<file path="config.mk">
export PLATFORM = sky130hd
export DESIGN_NAME = mppt_duty_tracker_core
export DESIGN_NICKNAME = d
export VERILOG_FILES = /design/src/rtl/mdt_pkg.sv /design/src/rtl/mdt_regs.sv /design/src/rtl/mppt_duty_tracker_core.sv
export SDC_FILE = /design/constraint.sdc
export NUM_CORES = 1
export LEC_CHECK = 0
export BUFFER_PORTS_ARGS = -buffer_cell sky130_fd_sc_hd__buf_2
export CORE_MARGIN = 2
export CORE_UTILIZATION = 35
export DETAILED_ROUTE_END_ITERATION = 8
export RECOVER_POWER = 100
export SLEW_MARGIN = 20
export SYNTH_ARGS = -nofsm -noshare
export SYNTH_HDL_FRONTEND = slang
export SYNTH_HIERARCHICAL = 1
export SYNTH_SLANG_ARGS = --single-unit
export TNS_END_PERCENT = 20
</file>
<file path="constraint.sdc">
create_clock -name clk -period 7.3 [get_ports clk]
set_input_delay 0.365 -clock clk [delete_from_list [all_inputs] [get_ports clk]]
set_output_delay 0.365 -clock clk [all_outputs]
set_load 0.1 [all_outputs]
</file>
<file path="src/rtl/mdt_pkg.sv">
// mdt_pkg: shared types and constants for the MPPT duty tracker.
// Register map indexes, configuration struct and its reset values.
// No dependencies.
package mdt_pkg;

	localparam int unsigned CFG_AW = 5;

	typedef enum logic [2:0] {
		REG_MODE      = 3'd0,
		REG_INIT_DUTY = 3'd1,
		REG_PWR_CUT   = 3'd2,
		REG_OPT_VOLT  = 3'd3,
		REG_STEP_NEAR = 3'd4,
		REG_STEP_MID  = 3'd5,
		REG_STEP_FAR  = 3'd6
	} reg_idx_t;

	typedef enum logic {
		MODE_INC_COND = 1'b0,
		MODE_PERTURB  = 1'b1
	} mode_t;

	typedef struct packed {
		mode_t       mode;
		logic [6:0]  initial_duty;
		logic [31:0] power_cutoff_uw;
		logic [15:0] optimum_voltage_mv;
		logic [3:0]  step_near;
		logic [3:0]  step_mid;
		logic [3:0]  step_far;
	} cfg_t;

	localparam cfg_t CFG_RESET = '{
		mode:               MODE_PERTURB,
		initial_duty:       7'd20,
		power_cutoff_uw:    32'd95000000,
		optimum_voltage_mv: 16'd17800,
		step_near:          4'd2,
		step_mid:           4'd2,
		step_far:           4'd2
	};

	// first-sample duty floor
	localparam logic [6:0] DUTY_FIRST_FLOOR = 7'd20;

	localparam logic signed [1:0] DIR_UP   = 2'sb01;
	localparam logic signed [1:0] DIR_HOLD = 2'sb00;
	localparam logic signed [1:0] DIR_DOWN = 2'sb11;

endpackage

</file>
<file path="src/rtl/mdt_regs.sv">
// mdt_regs: APB-style configuration register file for the duty tracker.
// Depends on mdt_pkg (register indexes, cfg_t, reset values).
module mdt_regs import mdt_pkg::*; (
	input  logic              clk,
	input  logic              arst_n,
	input  logic              psel,
	input  logic              penable,
	input  logic              pwrite,
	input  logic [CFG_AW-1:0] paddr,
	input  logic [31:0]       pwdata,
	output logic [31:0]       prdata,
	output logic              pready,
	output cfg_t              cfg,
	output logic              rearm
);

	logic     wr_en;
	reg_idx_t idx;
	cfg_t     cfg_q;

	assign pready = 1'b1;
	assign wr_en  = psel & penable & pwrite;
	assign idx    = reg_idx_t'(paddr[CFG_AW-1:2]);
	assign rearm  = wr_en && (idx == REG_INIT_DUTY);
	assign cfg    = cfg_q;

	always_ff @(posedge clk or negedge arst_n) begin
		if (!arst_n) begin
			cfg_q <= CFG_RESET;
		end else if (wr_en) begin
			case (idx)
				REG_MODE:      cfg_q.mode               <= mode_t'(pwdata[0]);
				REG_INIT_DUTY: cfg_q.initial_duty       <= pwdata[6:0];
				REG_PWR_CUT:   cfg_q.power_cutoff_uw    <= pwdata;
				REG_OPT_VOLT:  cfg_q.optimum_voltage_mv <= pwdata[15:0];
				REG_STEP_NEAR: cfg_q.step_near          <= pwdata[3:0];
				REG_STEP_MID:  cfg_q.step_mid           <= pwdata[3:0];
				REG_STEP_FAR:  cfg_q.step_far           <= pwdata[3:0];
				default: ;
			endcase
		end
	end

	always_comb begin
		case (idx)
			REG_MODE:      prdata = {31'd0, cfg_q.mode};
			REG_INIT_DUTY: prdata = {25'd0, cfg_q.initial_duty};
			REG_PWR_CUT:   prdata = cfg_q.power_cutoff_uw;
			REG_OPT_VOLT:  prdata = {16'd0, cfg_q.optimum_voltage_mv};
			REG_STEP_NEAR: prdata = {28'd0, cfg_q.step_near};
			REG_STEP_MID:  prdata = {28'd0, cfg_q.step_mid};
			REG_STEP_FAR:  prdata = {28'd0, cfg_q.step_far};
			default:       prdata = 32'd0;
		endcase
	end

endmodule

</file>
<file path="src/rtl/mppt_duty_tracker_core.sv">
// Stage 1 holds v, i and the 16x16 power product; stage 2 compares against the
// tracked state and writes the result register once that is empty or its beat
// is taken. One sample is accepted per cycle while result_ready stays high.
// Reset (arst_n, async low): registers at their reset values, first sample
// pending, both pipeline stages empty.
// mppt_duty_tracker_core: top level; depends on mdt_pkg and mdt_regs.
module mppt_duty_tracker_core import mdt_pkg::*; #(
	parameter int DUTY_MIN     = 10,
	parameter int DUTY_MAX     = 90,
	parameter int NEAR_BAND_MV = 3000,
	parameter int MID_BAND_MV  = 5000
) (
	input  logic              clk,
	input  logic              arst_n,
	input  logic              psel,
	input  logic              penable,
	input  logic              pwrite,
	input  logic [CFG_AW-1:0] paddr,
	input  logic [31:0]       pwdata,
	output logic [31:0]       prdata,
	output logic              pready,
	input  logic              sample_valid,
	output logic              sample_ready,
	input  logic [15:0]       voltage_mv,
	input  logic [15:0]       current_ma,
	output logic              result_valid,
	input  logic              result_ready,
	output logic [6:0]        duty_percent,
	output logic signed [1:0] direction
);

	localparam logic signed [8:0] DUTY_MIN_S = 9'(DUTY_MIN);
	localparam logic signed [8:0] DUTY_MAX_S = 9'(DUTY_MAX);
	localparam logic [15:0]       NEAR_BAND  = 16'(NEAR_BAND_MV);
	localparam logic [15:0]       MID_BAND   = 16'(MID_BAND_MV);

	cfg_t cfg;
	logic rearm;

	mdt_regs u_regs (
		.clk     (clk),
		.arst_n  (arst_n),
		.psel    (psel),
		.penable (penable),
		.pwrite  (pwrite),
		.paddr   (paddr),
		.pwdata  (pwdata),
		.prdata  (prdata),
		.pready  (pready),
		.cfg     (cfg),
		.rearm   (rearm)
	);

	logic        vld_s1;
	logic [15:0] volt_s1;
	logic [15:0] curr_s1;
	logic [31:0] pwr_s1;

	logic              res_vld_q;
	logic [6:0]        duty_q;
	logic signed [1:0] dir_q;

	logic [15:0] last_voltage_q;
	logic [15:0] last_current_q;
	logic [31:0] last_power_q;
	logic [6:0]  duty_now_q;
	logic        awaiting_first_q;

	logic advance;
	logic fire;

	assign advance      = !res_vld_q || result_ready;
	assign fire         = vld_s1 && advance;
	assign sample_ready = !vld_s1 || advance;
	assign result_valid = res_vld_q;
	assign duty_percent = duty_q;
	assign direction    = dir_q;

	// stage 1: capture and power product
	always_ff @(posedge clk or negedge arst_n) begin
		if (!arst_n) begin
			vld_s1 <= 1'b0;
		end else if (sample_ready) begin
			vld_s1 <= sample_valid;
		end
	end

	always_ff @(posedge clk) begin
		if (sample_valid && sample_ready) begin
			volt_s1 <= voltage_mv;
			curr_s1 <= current_ma;
			pwr_s1  <= voltage_mv * current_ma;
		end
	end

	// stage 2: decision against tracked state
	logic [15:0]       lv, lc, v_dist;
	logic [31:0]       lp;
	logic [6:0]        dn;
	logic              v_gt, v_lt, i_gt, i_lt, p_gt, p_lt;
	logic [3:0]        step;
	logic signed [1:0] decision;
	logic signed [8:0] delta, duty_sum;
	logic [6:0]        duty_new;
	logic signed [1:0] dir_new;

	always_comb begin
		lv = awaiting_first_q ? volt_s1 : last_voltage_q;
		lc = awaiting_first_q ? curr_s1 : last_current_q;
		lp = awaiting_first_q ? pwr_s1  : last_power_q;
		if (awaiting_first_q) begin
			dn = (cfg.initial_duty < DUTY_FIRST_FLOOR) ? DUTY_FIRST_FLOOR : cfg.initial_duty;
		end else begin
			dn = duty_now_q;
		end

		v_gt = volt_s1 > lv;
		v_lt = volt_s1 < lv;
		i_gt = curr_s1 > lc;
		i_lt = curr_s1 < lc;
		p_gt = pwr_s1 > lp;
		p_lt = pwr_s1 < lp;

		v_dist = (volt_s1 >= cfg.optimum_voltage_mv) ? volt_s1 - cfg.optimum_voltage_mv
		                                             : cfg.optimum_voltage_mv - volt_s1;
		if (pwr_s1 > cfg.power_cutoff_uw) begin
			step = 4'd0;
		end else if (v_dist < NEAR_BAND) begin
			step = cfg.step_near;
		end else if (v_dist < MID_BAND) begin
			step = cfg.step_mid;
		end else begin
			step = cfg.step_far;
		end

		// inc-cond: decision = -sign(dI) when dV == 0, else -sign(dP)*sign(dV)
		if (cfg.mode == MODE_INC_COND) begin
			if (!v_gt && !v_lt) begin
				decision = i_gt ? DIR_DOWN : (i_lt ? DIR_UP : DIR_HOLD);
			end else if (!p_gt && !p_lt) begin
				decision = DIR_HOLD;
			end else begin
				decision = (p_gt == v_gt) ? DIR_DOWN : DIR_UP;
			end
		end else if (p_gt) begin
			decision = v_lt ? DIR_UP : DIR_DOWN;
		end else begin
			decision = v_gt ? DIR_UP : DIR_DOWN;
		end

		case (decision)
			DIR_UP:   delta = $signed({5'd0, step});
			DIR_DOWN: delta = -$signed({5'd0, step});
			default:  delta = 9'sd0;
		endcase
		duty_sum = $signed({2'b00, dn}) + delta;

		if (duty_sum > DUTY_MAX_S) begin
			duty_new = 7'(DUTY_MAX_S);
		end else if (duty_sum < DUTY_MIN_S) begin
			duty_new = 7'(DUTY_MIN_S);
		end else begin
			duty_new = duty_sum[6:0];
		end

		dir_new = (step == 4'd0) ? DIR_HOLD : decision;
	end

	always_ff @(posedge clk or negedge arst_n) begin
		if (!arst_n) begin
			res_vld_q <= 1'b0;
		end else if (advance) begin
			res_vld_q <= vld_s1;
		end
	end

	always_ff @(posedge clk) begin
		if (fire) begin
			duty_q <= duty_new;
			dir_q  <= dir_new;
		end
	end

	always_ff @(posedge clk or negedge arst_n) begin
		if (!arst_n) begin
			last_voltage_q   <= 16'd0;
			last_current_q   <= 16'd0;
			last_power_q     <= 32'd0;
			duty_now_q       <= 7'd0;
			awaiting_first_q <= 1'b1;
		end else begin
			if (fire) begin
				last_voltage_q <= volt_s1;
				last_power_q   <= pwr_s1;
				duty_now_q     <= duty_new;
				// P&O keeps the current from the first sample
				if (cfg.mode == MODE_INC_COND || awaiting_first_q) begin
					last_current_q <= curr_s1;
				end
			end
			if (rearm) begin
				awaiting_first_q <= 1'b1;
			end else if (fire) begin
				awaiting_first_q <= 1'b0;
			end
		end
	end

`ifndef SYNTHESIS
	a_duty_in_range: assert property (@(posedge clk) disable iff (!arst_n)
		result_valid |-> (duty_percent >= 7'(DUTY_MIN_S)) && (duty_percent <= 7'(DUTY_MAX_S)))
		else $error("duty out of clamp range");

	a_dir_legal: assert property (@(posedge clk) disable iff (!arst_n)
		result_valid |-> direction != 2'sb10)
		else $error("illegal direction code");

	a_first_cleared: assert property (@(posedge clk) disable iff (!arst_n)
		(fire && !rearm) |=> !awaiting_first_q)
		else $error("first-sample flag not cleared");

	a_zero_step_hold: assert property (@(posedge clk) disable iff (!arst_n)
		(fire && step == 4'd0) |=> (direction == DIR_HOLD && duty_now_q == duty_percent))
		else $error("zero step moved direction");

	a_state_tracks_out: assert property (@(posedge clk) disable iff (!arst_n)
		fire |=> duty_now_q == duty_percent)
		else $error("duty state differs from result");
`endif

endmodule

</file>
==> flow_summary.ini <==
[run_status]
outcome = finished, violations left
violations = capacitance limit, slew limit

[global_route]
antenna_found_initial = 1
grt_pass1_vias = 17400
grt_max_degree = 82
overflow = 0
grt_usage_pct = 18.1
grt_pass1_wl_mm = 92.8

[critical_path]
max_stage_delay_ns = 0.76
critical_path_buf_inv_count = 7
cp_max_fo = 17
cp_data_required_time_ns = 7.59
crit_arrival_ns = 7.16
crit_path_end_kind = register
slowest_stage = clkbuf_1
worstSetupStartpointType = primary input
critical_path.top_delay_family = adder cells
path_class = in -> reg
crit_chain = clkbuf_1 -> nand2_1 -> fa_1 -> inv_1 -> fa_1 -> inv_1 -> fa_1 -> inv_1 -> fa_1 -> inv_1 -> fa_1 -> inv_1 -> fa_1 -> ha_1 -> a21oi_1 -> inv_1 -> a21oi_1 -> o21ai_0 -> a211oi_1 -> o21bai_1 -> or4_1 -> a31o_2 -> a21oi_1 -> xnor2_1

[placement]
io_buffer_count = 116
dp_slack_ns = 0.247
place.gp.congestion = 0.906
dp_hpwl_mm = 46.0

[clock_tree]
cts_tree = yes
cts_max_path_buffers = 3
cts_sinks = 215
cts_made_buffers = 27
clkTransAtPathRegs_ns = 0.06
cts-root-buf = clkbuf_16
clkLatencyLatePin_ns = 0.56
h-tree-depth = 1

[flow_run]
cap_violations = 7

[die]
ios = 120
die_h_um = 255
rows = 91
core_mm2 = 0.0619
fp.dieW_um = 255
start_util_pct = 35.5
die_area_mm2 = 0.0649

[logic_synthesis]
yosys.area.top_type = fa_1
yosysWarnings = 6
postSynth.asyncResetShare_pct = 66.0
synth_cells = 2267
yosysUniqueCellTypes = 98
synthFlopType = dfrtp_1
ys_seq_area_share_pct = 26.2
syn-cell-area_mm2 = 0.0220
synth-edff-count = 73
synthTopCellsByArea = fa_1 (18%), ha_1 (14%), dfrtp_1 (13%), edfxtp_1 (10%), nand2_1 (6.0%)
yosys_register_bits = 215
synth_top_area_share_pct = 17.7
syn_avg_cell_area_um2 = 9.71
synth_nets = 2778

[routing]
drtPass1Iterations = 5
num_vias = 16500
vias_per_cell = 5.09
final_antenna_net_count = 0
routedWlPerCell_um = 17.8
drcViolationCount = 0
drt_wl_total_mm = 57.7
drt_iter0_markers = 784

[sta]
hold_viol = 0
setup_ws_ns = 0.432
period_share_pct = 94.1
worst_slew_pin_slew_ns = 4.67
rsz0062_at_grt = no
fmax_ghz = 0.146
finalSetupViolCount = 0
fin_hold_ws_ns = 0.0414
finClkSkew_ns = 0.0228
setup_tns_ns = 0
maxSlewHeadroom_pct = -212
slew_violations = 335
fin_crit_ns = 6.87

[worst_hold_path]
hold_path.class = in -> reg

[power]
power_leakage_uw = 0.0113
vdd_drop_max_uv = 435
p_per_area_mw_per_mm2 = 425

[layout]
fin_nets = 2888
area_growth_pct = 10.7
antenna_cells = 0
drive_gt1_share_pct = 11.9
nFillCells = 6212
==> repair_timing <==
item | CTS | global route
gates resized for setup | 0 | 10
hold buffers | 2 | 0
endpoints found under the setup margin | 0 | 14
buffers inserted | 0 | 2
endpoints found under the hold margin | 57 | 0
==> metrics by stage <==
step	std cells	util, %	power [uW]	area [um2]
after global routing	3235	39.3	11400	24400
final	3235	39.3	10400	24400
after floorplan	2267	-	7400	22000
after global placement	3181	38.1	8890	23600
after CTS	3233	39.6	10400	24500
after detailed placement	3181	38.1	9040	23600
==> synthesized netlist by cell type, drive strengths merged (73+ instances only) <==
cell and instances:
and2 108, mux2 93, fa 195, o21ai 75, ha 240, edfxtp 73, a21oi 76, nand2 353
mux2i 83, dfrtp 118, nor2 82, inv 307
==> flip-flops by register name, indices dropped and copies added, names as in the netlist <==
name	flops
duty_percent	7
volt_s1	16
last_power_q	32
u_regs/cfg	68
duty_now_q	7
last_current_q	16
last_voltage_q	16
awaiting_first_q	1
result_valid	1
pwr_s1	32
vld_s1	1
curr_s1	16
direction	2
==> cells by family after synthesis <==
group,share of synthesized area (%)
xor gates and xnor gates,1.86
adders and majority gates,31.4
other,0.0170
and+or+nand+nor,14.7
muxes,8.67
buffers and inverters,6.94
AOI/OAI and AO/OA,10.2
DFF,26.2
==> worst paths after layout <==
path	start	endpoint	slack [ns]	cells after the start
max	current_ma[9]	pwr_s1[29]	0.43	24
min	pwdata[25]	u_regs/cfg[53]	0.04	2
max reg2reg	awaiting_first_q	duty_now_q[3]	0.47	26
min reg2reg	last_power_q[31]	last_power_q[31]	0.47	2
max in group asynchronous	arst_n	last_current_q[12]	1.78	3
min in group asynchronous	arst_n	u_regs/cfg[23]	2.05	2
==> where the power goes <==
part / total [uW] / leakage [uW] / internal (uW) / switching [uW]
registers: 2150 / 0.00241 / 1870 / 281
clock network: 1340 / 0.000433 / 803 / 536
logic: 6870 / 0.00845 / 2870 / 4000
==> cell type report <==
class | instances | area (um2) | area share, %
multi-input cells | 1664 | 14700 | 60.2
flip-flops and latches | 215 | 5780 | 23.7
inverters | 307 | 1150 | 4.73
well taps | 837 | 1050 | 4.30
repair buffers | 162 | 822 | 3.37
clock inverters | 13 | 128 | 0.524
clock buffers | 37 | 764 | 3.14
==> routing by layer <==
layer / routed length, um / global-route usage, % / vias to the layer above
li1: - / - / 7816
met1: 26100 / 23.6 / 8208
met2: 27600 / 31.3 / 367
met3: 2510 / 2.27 / 87
met4: 1500 / 4.91 / 2
met5: 14 / 0 / -
==> cell usage in the layout, fill, tap and decap left out, types with 10 or more instances in the layout <==
| master | count |
|---|---|
| fa_1 | 195 |
| nand3_1 | 17 |
| a211o_1 | 10 |
| o21ai_0 | 70 |
| a31oi_1 | 12 |
| xor2_1 | 10 |
| buf_2 | 67 |
| nor2b_1 | 15 |
| nand2b_1 | 11 |
| xnor2_1 | 35 |
| edfxtp_1 | 73 |
| a21o_1 | 33 |
| dfstp_2 | 23 |
| and2_0 | 21 |
| buf_4 | 26 |
| a21oi_1 | 74 |
| and2_1 | 86 |
| clkbuf_1 | 70 |
| o211ai_1 | 11 |
| nor2_1 | 80 |
| dfrtp_1 | 118 |
| a211oi_1 | 12 |
| ha_1 | 240 |
| mux2i_1 | 82 |
| o21a_1 | 16 |
| nand2_1 | 352 |
| inv_1 | 306 |
| nor3_1 | 23 |
| o21bai_1 | 12 |
| mux2_2 | 86 |
| nand4_1 | 26 |
| clkbuf_16 | 28 |
(Power assumes the default switching activity.)
